`src/rtl/core/nmc_pkg.sv`:
```
// Package for the normal map classifier: shared widths, register indexes and the
// control/status structs of the serial multiplier. It has no dependencies.
package nmc_pkg;

  // Serial multiplier operand and product widths
  localparam int MUL_AW = 60;
  localparam int MUL_BW = 24;

  // Configuration port
  localparam int CFG_IDX_W  = 3;
  localparam int CFG_DATA_W = 11;

  localparam logic [CFG_IDX_W-1:0] CFG_BGR_ORDER        = 3'd0;
  localparam logic [CFG_IDX_W-1:0] CFG_FORMAT_SUPPORTED = 3'd1;
  localparam logic [CFG_IDX_W-1:0] CFG_MIN_ACCEPTED     = 3'd2;
  localparam logic [CFG_IDX_W-1:0] CFG_MIN_LENGTH_PCT   = 3'd3;
  localparam logic [CFG_IDX_W-1:0] CFG_MAX_LENGTH_PCT   = 3'd4;
  localparam logic [CFG_IDX_W-1:0] CFG_MIN_Z_PCT        = 3'd5;
  localparam logic [CFG_IDX_W-1:0] CFG_REJECT_RATIO_PCT = 3'd6;

  // Field widths and saturation limits
  localparam int CNT_W = 13;
  localparam int SUM_W = 21;
  localparam logic [CNT_W-1:0] COUNT_MAX = 13'd8191;
  localparam logic [SUM_W-1:0] SUM_MAX   = 21'd2097151;

  // Scale of a squared hundredth, and of a squared byte span
  localparam logic [13:0] PCT_SQ_SCALE  = 14'd10000;
  localparam logic [15:0] BYTE_SPAN_SQ  = 16'd65025;

  typedef struct packed {
    logic              start;
    logic              acc;
    logic [MUL_AW-1:0] a;
    logic [MUL_BW-1:0] b;
  } mul_ctl_t;

  typedef struct packed {
    logic              busy;
    logic              done;
    logic [MUL_AW-1:0] p;
  } mul_sts_t;

endpackage

```
`src/rtl/core/nmc_mul.sv`:
```
// Shift-add serial multiplier for the classifier verdict: one multiplier bit per
// cycle, optional accumulation onto the previous product. Depends on nmc_pkg.
module nmc_mul (
  input  logic             clk,
  input  logic             rst,
  input  nmc_pkg::mul_ctl_t ctl,
  output nmc_pkg::mul_sts_t sts
);
  import nmc_pkg::*;

  logic              busy;
  logic              done;
  logic [MUL_AW-1:0] areg;
  logic [MUL_BW-1:0] breg;
  logic [MUL_AW-1:0] prod;

  always_ff @(posedge clk) begin
    if (rst) begin
      busy <= 1'b0;
      done <= 1'b0;
    end else begin
      done <= 1'b0;
      if (ctl.start) begin
        busy <= 1'b1;
      end else if (busy && breg == '0) begin
        busy <= 1'b0;
        done <= 1'b1;
      end
    end
  end

  always_ff @(posedge clk) begin
    if (ctl.start) begin
      areg <= ctl.a;
      breg <= ctl.b;
      if (!ctl.acc) begin
        prod <= '0;
      end
    end else if (busy && breg != '0) begin
      if (breg[0]) begin
        prod <= prod + areg;
      end
      areg <= areg << 1;
      breg <= breg >> 1;
    end
  end

  assign sts.busy = busy;
  assign sts.done = done;
  assign sts.p    = prod;

endmodule

```
`src/rtl/core/normal_map_classifier.sv`:
```
// Normal map classifier top level: pixel classification, accumulators, and the
// verdict sequencer around the shared serial multiplier. Depends on nmc_pkg, nmc_mul.
//
// Usage:
//   Slave stream s_*: one sampled pixel per word. s_tdata holds byte0..byte3 in
//   memory order, s_tuser says the word carries a pixel (0 = bare end marker),
//   s_tlast marks the final word of the image and triggers the verdict.
//   Master stream m_*: one word per image, sent after the word with s_tlast.
//   cfg_we/cfg_index/cfg_data write one register per cycle, no read-back.
// Sequence:
//   A pixel word runs through byte squares, scaled compare and counter update;
//   s_tready is high only while the block waits for a word.
//   The last word then runs the verdict: prepare, form differences, then nine
//   products on the serial multiplier, one multiplier bit (up to 23) per cycle,
//   each issued and drained in turn, before the word is loaded for output.
// Reset: clears counters, sums, the output word and restores register defaults.
// Stall: the result waits in the output register; the next image's pixels are
//   taken meanwhile, and only a following verdict holds until m_tready drains it.
module normal_map_classifier #(
  parameter int unsigned MAX_SAMPLES = 4096
) (
  input  logic                            clk,
  input  logic                            rst,
  // Pixel input
  input  logic                            s_tvalid,
  output logic                            s_tready,
  input  logic [31:0]                     s_tdata,   // byte0, byte1, byte2, byte3
  input  logic                            s_tuser,   // has_sample
  input  logic                            s_tlast,
  // Verdict output
  output logic                            m_tvalid,
  input  logic                            m_tready,
  output logic [31:0]                     m_tdata,   // is_normal_map, accepted_count,
                                                     // rejected_count, zero pad
  // Configuration
  input  logic                            cfg_we,
  input  logic [nmc_pkg::CFG_IDX_W-1:0]   cfg_index,
  input  logic [nmc_pkg::CFG_DATA_W-1:0]  cfg_data
);
  import nmc_pkg::*;

  // Width of the sample total compared against the capacity
  localparam int CAP_W = $clog2(MAX_SAMPLES + 1);
  localparam int TOT_W = (CAP_W > CNT_W + 1) ? CAP_W : CNT_W + 1;
  localparam logic [TOT_W-1:0] CAP_V = TOT_W'(MAX_SAMPLES);

  typedef enum logic [3:0] {
    ST_IDLE, ST_SQ, ST_CMP, ST_UPD,
    ST_V_PREP, ST_V_DIFF, ST_V_ISSUE, ST_V_WAIT, ST_V_DONE
  } state_t;

  typedef enum logic [3:0] {
    OP_DZ, OP_DR, OP_DG, OP_M2, OP_L2S, OP_TMIN, OP_TMAX, OP_Z1, OP_Z2
  } op_t;

  state_t state;
  op_t    op;

  // Configuration registers
  logic        bgr_order;
  logic        format_supported;
  logic [10:0] min_accepted;
  logic [7:0]  min_length_pct;
  logic [7:0]  max_length_pct;
  logic [6:0]  min_z_pct;
  logic [6:0]  reject_ratio_pct;

  // Current pixel
  logic [7:0]  pr, pg, pb, pa;
  logic        has_q, last_q;
  logic [15:0] sq_r, sq_g, sq_b;
  logic [15:0] lmin2;
  logic [31:0] pix_lhs, pix_rhs;

  // Accumulators
  logic [CNT_W-1:0] accepted_total, rejected_total;
  logic [SUM_W-1:0] red_sum, green_sum, blue_sum;

  // Verdict datapath
  logic [SUM_W-1:0] m_val;
  logic             pre_ok, ratio_ok, pass;
  logic [19:0]      rej100, ratio_n;
  logic [22:0]      dr_mag, dg_mag, dz_mag;
  logic             dz_neg;
  logic [15:0]      lmax2;
  logic [13:0]      zmin2;
  logic [43:0]      dz2;
  logic [45:0]      l2;
  logic [41:0]      m2;
  logic [MUL_AW-1:0] l2s;

  // Output word
  logic             out_verdict;
  logic [CNT_W-1:0] out_acc, out_rej;

  mul_ctl_t mul_ctl;
  mul_sts_t mul_sts;

  logic             accept_in;
  logic             load_out;
  logic [TOT_W-1:0] total;
  logic             ignore_pix;
  logic             reject_pix;
  logic signed [23:0] d_r, d_g, d_z;

  // |2x-255| for a byte, always odd
  function automatic logic [7:0] span_mag(input logic [7:0] x);
    span_mag = {(x[7] ? x[6:0] : ~x[6:0]), 1'b1};
  endfunction

  assign accept_in = s_tvalid && s_tready;
  assign s_tready  = (state == ST_IDLE);
  assign load_out  = (state == ST_V_DONE) && (!m_tvalid || m_tready);
  assign total     = TOT_W'(accepted_total) + TOT_W'(rejected_total);
  assign ignore_pix = (pr == 8'd0 && pg == 8'd0 && pb == 8'd0) || pa == 8'd0;
  assign reject_pix = !pb[7] || (pix_lhs < pix_rhs);

  // Signed offsets 2*sum - 255*n of the average vector
  assign d_r = $signed({2'b00, red_sum, 1'b0})   - $signed({3'b000, m_val});
  assign d_g = $signed({2'b00, green_sum, 1'b0}) - $signed({3'b000, m_val});
  assign d_z = $signed({2'b00, blue_sum, 1'b0})  - $signed({3'b000, m_val});

  // Operand select for the shared multiplier
  always_comb begin
    mul_ctl.start = (state == ST_V_ISSUE);
    mul_ctl.acc   = 1'b0;
    mul_ctl.a     = '0;
    mul_ctl.b     = '0;
    case (op)
      OP_DZ: begin
        mul_ctl.a = MUL_AW'(dz_mag);
        mul_ctl.b = MUL_BW'(dz_mag);
      end
      OP_DR: begin
        mul_ctl.acc = 1'b1;
        mul_ctl.a   = MUL_AW'(dr_mag);
        mul_ctl.b   = MUL_BW'(dr_mag);
      end
      OP_DG: begin
        mul_ctl.acc = 1'b1;
        mul_ctl.a   = MUL_AW'(dg_mag);
        mul_ctl.b   = MUL_BW'(dg_mag);
      end
      OP_M2: begin
        mul_ctl.a = MUL_AW'(m_val);
        mul_ctl.b = MUL_BW'(m_val);
      end
      OP_L2S: begin
        mul_ctl.a = MUL_AW'(l2);
        mul_ctl.b = MUL_BW'(PCT_SQ_SCALE);
      end
      OP_TMIN: begin
        mul_ctl.a = MUL_AW'(m2);
        mul_ctl.b = MUL_BW'(lmin2);
      end
      OP_TMAX: begin
        mul_ctl.a = MUL_AW'(m2);
        mul_ctl.b = MUL_BW'(lmax2);
      end
      OP_Z1: begin
        mul_ctl.a = MUL_AW'(dz2);
        mul_ctl.b = MUL_BW'(PCT_SQ_SCALE);
      end
      OP_Z2: begin
        mul_ctl.a = MUL_AW'(l2);
        mul_ctl.b = MUL_BW'(zmin2);
      end
      default: begin
        mul_ctl.a = '0;
        mul_ctl.b = '0;
      end
    endcase
  end

  nmc_mul u_mul (
    .clk (clk),
    .rst (rst),
    .ctl (mul_ctl),
    .sts (mul_sts)
  );

  // Configuration registers
  always_ff @(posedge clk) begin
    if (rst) begin
      bgr_order        <= 1'b0;
      format_supported <= 1'b1;
      min_accepted     <= 11'd1;
      min_length_pct   <= 8'd70;
      max_length_pct   <= 8'd110;
      min_z_pct        <= 7'd80;
      reject_ratio_pct <= 7'd33;
    end else if (cfg_we) begin
      case (cfg_index)
        CFG_BGR_ORDER:        bgr_order        <= cfg_data[0];
        CFG_FORMAT_SUPPORTED: format_supported <= cfg_data[0];
        CFG_MIN_ACCEPTED:     min_accepted     <= cfg_data;
        CFG_MIN_LENGTH_PCT:   min_length_pct   <= cfg_data[7:0];
        CFG_MAX_LENGTH_PCT:   max_length_pct   <= cfg_data[7:0];
        CFG_MIN_Z_PCT:        min_z_pct        <= cfg_data[6:0];
        CFG_REJECT_RATIO_PCT: reject_ratio_pct <= cfg_data[6:0];
        default: ;
      endcase
    end
  end

  // Sequencer, accumulators and output word
  always_ff @(posedge clk) begin
    if (rst) begin
      state          <= ST_IDLE;
      op             <= OP_DZ;
      accepted_total <= '0;
      rejected_total <= '0;
      red_sum        <= '0;
      green_sum      <= '0;
      blue_sum       <= '0;
      m_tvalid       <= 1'b0;
      out_verdict    <= 1'b0;
      out_acc        <= '0;
      out_rej        <= '0;
    end else begin
      // Raise valid on a verdict load, drop it once the receiver takes the word
      if (load_out) begin
        m_tvalid <= 1'b1;
      end else if (m_tready) begin
        m_tvalid <= 1'b0;
      end
      case (state)
        ST_IDLE: begin
          if (accept_in) begin
            // Swap red and blue in BGR order
            pr     <= bgr_order ? s_tdata[23:16] : s_tdata[7:0];
            pg     <= s_tdata[15:8];
            pb     <= bgr_order ? s_tdata[7:0] : s_tdata[23:16];
            pa     <= s_tdata[31:24];
            has_q  <= s_tuser;
            last_q <= s_tlast;
            state  <= ST_SQ;
          end
        end
        ST_SQ: begin
          sq_r  <= span_mag(pr) * span_mag(pr);
          sq_g  <= span_mag(pg) * span_mag(pg);
          sq_b  <= span_mag(pb) * span_mag(pb);
          lmin2 <= min_length_pct * min_length_pct;
          state <= ST_CMP;
        end
        ST_CMP: begin
          // Per-sample length test scaled to integers
          pix_lhs <= (32'(sq_r) + 32'(sq_g) + 32'(sq_b)) * 32'(PCT_SQ_SCALE);
          pix_rhs <= lmin2 * BYTE_SPAN_SQ;
          state   <= ST_UPD;
        end
        ST_UPD: begin
          if (has_q && !ignore_pix && total < CAP_V) begin
            if (reject_pix) begin
              if (rejected_total != COUNT_MAX) begin
                rejected_total <= rejected_total + 1'b1;
              end
            end else begin
              if (accepted_total != COUNT_MAX) begin
                accepted_total <= accepted_total + 1'b1;
              end
              red_sum   <= ({1'b0, red_sum} + 22'(pr) > 22'(SUM_MAX)) ? SUM_MAX
                           : red_sum + SUM_W'(pr);
              green_sum <= ({1'b0, green_sum} + 22'(pg) > 22'(SUM_MAX)) ? SUM_MAX
                           : green_sum + SUM_W'(pg);
              blue_sum  <= ({1'b0, blue_sum} + 22'(pb) > 22'(SUM_MAX)) ? SUM_MAX
                           : blue_sum + SUM_W'(pb);
            end
          end
          state <= last_q ? ST_V_PREP : ST_IDLE;
        end
        ST_V_PREP: begin
          m_val   <= {accepted_total, 8'd0} - SUM_W'(accepted_total);
          pre_ok  <= format_supported && accepted_total != '0
                     && accepted_total >= CNT_W'(min_accepted);
          rej100  <= 20'(rejected_total) * 20'(7'd100);
          ratio_n <= reject_ratio_pct * accepted_total;
          lmax2   <= max_length_pct * max_length_pct;
          zmin2   <= min_z_pct * min_z_pct;
          state   <= ST_V_DIFF;
        end
        ST_V_DIFF: begin
          ratio_ok <= rej100 <= ratio_n;
          dr_mag   <= d_r[23] ? 23'(-d_r) : d_r[22:0];
          dg_mag   <= d_g[23] ? 23'(-d_g) : d_g[22:0];
          dz_mag   <= d_z[23] ? 23'(-d_z) : d_z[22:0];
          dz_neg   <= d_z[23];
          pass     <= 1'b1;
          op       <= OP_DZ;
          state    <= ST_V_ISSUE;
        end
        ST_V_ISSUE: begin
          state <= ST_V_WAIT;
        end
        ST_V_WAIT: begin
          if (mul_sts.done) begin
            state <= ST_V_ISSUE;
            case (op)
              OP_DZ: begin
                dz2 <= mul_sts.p[43:0];
                op  <= OP_DR;
              end
              OP_DR: begin
                op <= OP_DG;
              end
              OP_DG: begin
                // Sum of squares now complete
                l2 <= mul_sts.p[45:0];
                if (mul_sts.p == '0 || dz_neg) begin
                  pass <= 1'b0;
                end
                op <= OP_M2;
              end
              OP_M2: begin
                m2 <= mul_sts.p[41:0];
                op <= OP_L2S;
              end
              OP_L2S: begin
                l2s <= mul_sts.p;
                op  <= OP_TMIN;
              end
              OP_TMIN: begin
                if (l2s < mul_sts.p) begin
                  pass <= 1'b0;
                end
                op <= OP_TMAX;
              end
              OP_TMAX: begin
                if (l2s > mul_sts.p) begin
                  pass <= 1'b0;
                end
                op <= OP_Z1;
              end
              OP_Z1: begin
                // Reuse the scaled length register for the scaled z square
                l2s <= mul_sts.p;
                op  <= OP_Z2;
              end
              OP_Z2: begin
                if (l2s < mul_sts.p) begin
                  pass <= 1'b0;
                end
                state <= ST_V_DONE;
              end
              default: begin
                state <= ST_V_DONE;
              end
            endcase
          end
        end
        ST_V_DONE: begin
          // Hold the verdict until the output register is free
          if (load_out) begin
            out_verdict    <= pre_ok && ratio_ok && pass;
            out_acc        <= accepted_total;
            out_rej        <= rejected_total;
            accepted_total <= '0;
            rejected_total <= '0;
            red_sum        <= '0;
            green_sum      <= '0;
            blue_sum       <= '0;
            state          <= ST_IDLE;
          end
        end
        default: begin
          state <= ST_IDLE;
        end
      endcase
    end
  end

  assign m_tdata = {5'd0, out_rej, out_acc, out_verdict};

`ifndef SYNTHESIS
  // The multiplier only reports back while the sequencer waits for it
  assert property (@(posedge clk) disable iff (rst)
    mul_sts.done |-> state == ST_V_WAIT)
    else $error("multiplier done outside of wait state");

  // Classification stops at capacity
  assert property (@(posedge clk) disable iff (rst)
    total <= CAP_V)
    else $error("sample total beyond capacity");

  // Accumulators clear together with the verdict load
  assert property (@(posedge clk) disable iff (rst)
    load_out |=> accepted_total == '0 && rejected_total == '0 && blue_sum == '0)
    else $error("accumulators not cleared after verdict");

  // No pixel is taken while a verdict is in flight
  assert property (@(posedge clk) disable iff (rst)
    s_tready |-> !mul_sts.busy)
    else $error("input ready while multiplier busy");
`endif

endmodule

```
`config.mk`:
```
export PLATFORM = sky130hd
export DESIGN_NAME = normal_map_classifier
export DESIGN_NICKNAME = d
export VERILOG_FILES = /design/src/rtl/core/nmc_pkg.sv /design/src/rtl/core/nmc_mul.sv /design/src/rtl/core/normal_map_classifier.sv
export SDC_FILE = /design/constraint.sdc
export NUM_CORES = 2
export LEC_CHECK = 0
export BUFFER_PORTS_ARGS = -buffer_cell sky130_fd_sc_hd__buf_2
export CORE_MARGIN = 3
export CORE_UTILIZATION = 60
export CTS_BUF_LIST = sky130_fd_sc_hd__clkbuf_8
export DETAILED_ROUTE_END_ITERATION = 6
export PLACE_DENSITY = 0.76
export SETUP_SLACK_MARGIN = 0.5
export SLEW_MARGIN = 15
export SYNTH_ARGS = -nofsm -noshare
export SYNTH_HDL_FRONTEND = slang
export SYNTH_SLANG_ARGS = --single-unit
```
`constraint.sdc`:
```
create_clock -name clk -period 10.3 [get_ports clk]
set_input_delay 0.515 -clock clk [delete_from_list [all_inputs] [get_ports clk]]
set_output_delay 0.515 -clock clk [all_outputs]
set_load 0.02 [all_outputs]
```
# Yosys cells after proc, flatten, opt, wreduce, memory -nomap -nowiden
# Index checks and enable logic that the tools add are counted.
[word_totals]
register_bits = 826
[op_classes]
n_bitwise = 4
add_sub_neg = 19
n_lt_le_gt_ge = 9
multipliers = 10
n_eq_ne = 38
muxes = 60
reduce_logical = 65
[ops]
columns = ["operator", "count"]
rows = [
  ["$pmux 70 s9", 1],
  ["$mux 60", 6],
  ["$mux 21", 10],
  ["$pmux 21 s2", 3],
  ["$mux 13", 7],
  ["$mul 8x8->16", 5],
  ["$mux 23", 3],
  ["$neg 23->23", 3],
  ["$sub 22x21->23", 3],
  ["$add 21x8->22", 3],
  ["$gt 22x21->1 const B", 3],
  ["$add 21x8->21", 3],
  ["$add 60x60->60", 1],
  ["$gt 60x60->1", 1],
  ["$logic_not 60->1", 1],
  ["$lt 60x60->1", 1],
  ["$pmux 13 s2", 2],
  ["$mux 24", 2],
  ["$pmux 4 s9", 1],
  ["$eq 4x3->1 const B", 8],
  ["$logic_not 8->1", 4],
  ["$lt 32x32->1", 1],
  ["$mul 16x16->32 const B", 1],
  ["$pmux 4 s8", 1],
  ["other kinds (50)", 131],
]

# Longest topological paths before layout
[depth]
word_depth = 9
mapped_depth = 32
ltp_nobuf = 32

# By module
# A second synthesis with hierarchy kept.
[unflattened]
cells_unflattened = 5976
hier_area_um2 = 61316.3
[by_module_without_submodules]
columns = ["module", "cells_each", "area_each_um2", "n_inst"]
rows = [
  ["normal_map_classifier", 5105, 51931.1, 1],
  ["nmc_mul", 871, 9385.3, 1],
]

# Worst setup path before layout
# Ideal clock, no wire load.
[synth_timing]
kind = "reg2reg"
from = "register state[0]"
to = "register l2s[0] (enable)"
arrival_time_ns = 6.705
path_stages_with_launch = 6
path_buffers = 0
setup_slack_ns = 2.969
setup_ns = 0.626
t_required_ns = 9.674
cell_sequence = "dfxtp_1 inv_1 nor2_1 and3_1 nand3_1 nor4_1"
[synth_between]
elab_chain_len = 2
[synth_rtl]
columns = ["item", "line", "source"]
rows = [
  ["start, declared", "normal_map_classifier.sv:56", "state_t state;"],
  ["start signal, assigned", "normal_map_classifier.sv:271", "state <= last_q ? ST_V_PREP : ST_IDLE;"],
  ["$eq 4x3->1", "normal_map_classifier.sv:227", "case (state)"],
  ["$reduce_and 4->1 (no source line)", "-", ""],
  ["end signal, assigned", "normal_map_classifier.sv:320", "l2s <= mul_sts.p;"],
  ["end signal, assigned", "normal_map_classifier.sv:337", "l2s <= mul_sts.p;"],
  ["end, declared", "normal_map_classifier.sv:90", "logic [MUL_AW-1:0] l2s;"],
]
# No other way between the ends.
# A chain may end at the register's enable or synchronous reset.

# Worst setup path in the final report
[layout_timing]
from = "register sq_r[4]"
to = "register pix_lhs[30] (data pin)"
[layout_between]
elab_chain_len = 3
[layout_rtl]
columns = ["item", "line", "source"]
rows = [
  ["start, declared", "normal_map_classifier.sv:71", "logic [15:0] sq_r, sq_g, sq_b;"],
  ["start signal, assigned", "normal_map_classifier.sv:241", "sq_r <= span_mag(pr) * span_mag(pr);"],
  ["$add 16x16->17", "normal_map_classifier.sv:249", "pix_lhs <= (32'(sq_r) + 32'(sq_g) + 32'(sq_b)) * 32'(PCT_SQ_SCALE);"],
  ["$add 17x16->18", "normal_map_classifier.sv:249", ""],
  ["$mul 18x10->28", "normal_map_classifier.sv:249", ""],
  ["end signal, assigned", "normal_map_classifier.sv:249", ""],
  ["end, declared", "normal_map_classifier.sv:73", "logic [31:0] pix_lhs, pix_rhs;"],
]
# No other way between the ends.

==> flow_metrics.tcl <==
set metrics [dict create \
    status "finished with violations" \
    failed_checks "design-rule violations" \
    setup_slack_ps 2750 \
    min_path_type "primary input to register" \
    die_area_sq_um 105000 \
    yosys.area.top_type "edfxtp_1" \
    fp.dieW_microns 325 \
    ios 87 \
    cts_hold_buf 54 \
    cts_root_buf "clkbuf_8" \
    path_clk_slew_ps 60 \
    cap_violations 0 \
    reg2reg_to "pix_lhs[30]" \
    synth_area_leaders "edfxtp_1 (31%), ha_1 (15%), fa_1 (10%)" \
    grt_pass1_wl_mm 242 \
    r2r_start "sq_r[4]" \
    cts_buffer_depth 3 \
    yosys_warnings 0 \
    path_class "register to register" \
    min_path_cells 3 \
    timing.slew.headroom 0.203 \
    cts_setup_buffers 0 \
    maxSlewViolCount 0 \
    synth_top_area_share 0.314 \
    fp-row-count 116 \
    clock_latency_ps 850 \
    dpl.hpwl_mm 113 \
    grt_pass1_vias 45100 \
    grt_max_degree 76 \
    dp_slack_ps 2780 \
    track_usage 0.286 \
    hold_path_end "format_supported" \
    cts.repair.resized 0 \
    fin_tns_setup_ps 0 \
    required_ps 10850 \
    ys.flop_type "edfxtp_1" \
    r2r_slack_ps 2750 \
    port_buffers 81 \
    fill_cells 7873 \
    max_freq_mhz 132 \
    hold_viol_final 0 \
    viasPerCell 5.97 \
    core_area_sq_um 100000 \
    htree_levels 4 \
    cp_max_fo 5 \
    postSynthAreaPerCell_sq_um 10.2 \
    wl_mm 151 \
    finalSetupViolations 0 \
    drive_above_1_share 0.0662 \
    worst_pin_slew_ps 1200 \
    synth_cell_type_count 97 \
    cts_sinks 807 \
    die_h_microns 325 \
    gp_congestion 0.934 \
    min_from "cfg_we" \
    drt-pass1-iter-count 7 \
    overflow 0 \
    syn_area_sq_um 60900 \
    cp-end-kind "register" \
    cts_buffers 141 \
    fin_crit_sh 0.733 \
    skew_ps 54.5 \
    ys_async_sr_fraction 0 \
    syn_to_final_growth_pct 8.43 \
    ant_nets 0 \
    startpoint_type "register" \
    synth_seq_cells 807 \
    cp.arrival_ps 8100 \
    fin_crit_ps 7550 \
    antenna_found_initial 2 \
    drtIter0Drc 4096 \
    drcViolationCount 1 \
    post_drt_wl_per_cell_microns 19.8 \
    start_util 0.606 \
    r2r_cells 27 \
    cts_tree "built" \
    synth_edf_count 637 \
    rsz0062_at_grt "false" \
    nets 7219 \
    syn_inst 5994 \
    route.vias.total 45500 \
    ys_seq_area_frac 0.370 \
]
==> logic make-up after synthesis <==
family,share of synthesized area
xor gates and xnor gates,0.0592
other,0.000123
and+or+nand+nor,0.121
adders and majority gates,0.248
muxes,0.0125
DFF,0.370
buffers and inverters,0.0530
AOI/OAI and AO/OA,0.136
==> critical path: stages, from the launching register on <==
cell and delay [ps]:
edfxtp_1 400, fa_1 540, fa_1 480, a21o_1 180, a21oi_1 220, o21bai_1 90, a21oi_1 310, o21bai_1 100
a21oi_1 310, o21ai_0 170, o21ai_0 230, a21boi_0 200, xor2_1 460, fa_1 510, ha_1 290, inv_1 60
fa_1 530, inv_1 40, ha_1 280, ha_1 300, ha_1 250, or3_1 370, o21ai_0 80, a21oi_1 90
a211o_1 320, a21o_1 190, a21oi_1 180, xnor2_1 90
==> state kept, by name (all words and copies together) (netlist names), 25 cells and up <==
signal / cells
pix_rhs: 31
dz2: 44
l2: 46
pix_lhs: 25
l2s: 60
m2: 42
u_mul.prod: 60
u_mul.areg: 60
==> routing by layer <==
metal  GRT usage  routed length (microns)  vias to the layer above
met4       0.118                     6280                        0
li1            -                        -                    21400
met2       0.461                    69600                     1742
met3      0.0475                    12100                      366
met1       0.385                    62700                    21900
met5           0                        0                        -
==> per-stage QoR <==
step | area, sq um | std cells | hold WS (ps) | util
CTS | 66000 | 7610 | 21.2 | 0.657
finish | 66000 | 7612 | 97.2 | 0.658
detailed placement | 62800 | 7303 | 446 | 0.625
global placement | 62800 | 7303 | 441 | 0.625
floorplan | 60900 | 6005 | 406 | -
global route | 66000 | 7611 | 100 | 0.657
==> cell type report <==
cell class                      instances  area (sq um)  area share
Multi-Input combinational cell       4347         35300       0.535
Sequential cell                       807         22500       0.341
Inverter                              657          2470      0.0373
Clock buffer                          143          1970      0.0298
Tap cell                             1357          1700      0.0257
Timing Repair Buffer                  189          1350      0.0205
Clock inverter                        110           716      0.0108
Antenna cell                            2          5.00   0.0000758
==> worst max path at each step <==
stage	from	end	slack, ps	cells past startpoint
4_1_cts	sq_g[4]	pix_lhs[30]	2690	27
3_3_place_gp	sq_r[4]	pix_lhs[30]	2910	27
5_1_grt	sq_r[4]	pix_lhs[30]	2140	27
6_report	sq_r[4]	pix_lhs[30]	2750	27
3_5_place_dp	sq_r[4]	pix_lhs[30]	2780	27
2_1_floorplan	state[0]	l2s[0]	2970	5
==> layout by cell type (no fill, tap or decap), types with 84 or more instances in the layout <==
cell,n
o21ai_0,245
clkbuf_8,143
nor2_1,393
a21oi_1,419
inv_1,695
fa_1,309
ha_1,714
and2_1,124
nand3_1,84
dfxtp_1,170
xnor2_1,297
a21o_1,164
xor2_1,115
nor3_1,103
edfxtp_1,637
nand2_1,520
==> synthesized netlist by cell type (11+ instances only) <==
cell      number
nand3_1       85
mux2i_1       23
nand2b_1      40
mux4_2        14
a21o_1       164
nor2_1       395
inv_1        654
nand2_1      522
a21oi_1      420
xor2_1       115
clkbuf_1     168
a31oi_1       39
mux2_2        19
ha_1         714
and2_1       124
o211ai_1      25
and3_1        43
fa_1         309
edfxtp_1     637
nor4_1        48
nor3_1       107
o31ai_1       23
a222oi_1      44
o31a_1        13
nor2b_1       57
buf_1         14
a22oi_1       16
nand4_1       51
xnor2_1      297
or2_2         16
o21ai_0      246
a22o_1        14
o21bai_1      68
o21a_1        51
a211oi_1      14
a31o_2        11
dfxtp_1      170
or3_1         37
a211o_1       11
Power is left out: the tool's default activity adds up to more than one toggle a clock period on the data nets, which glitch-free logic cannot reach.
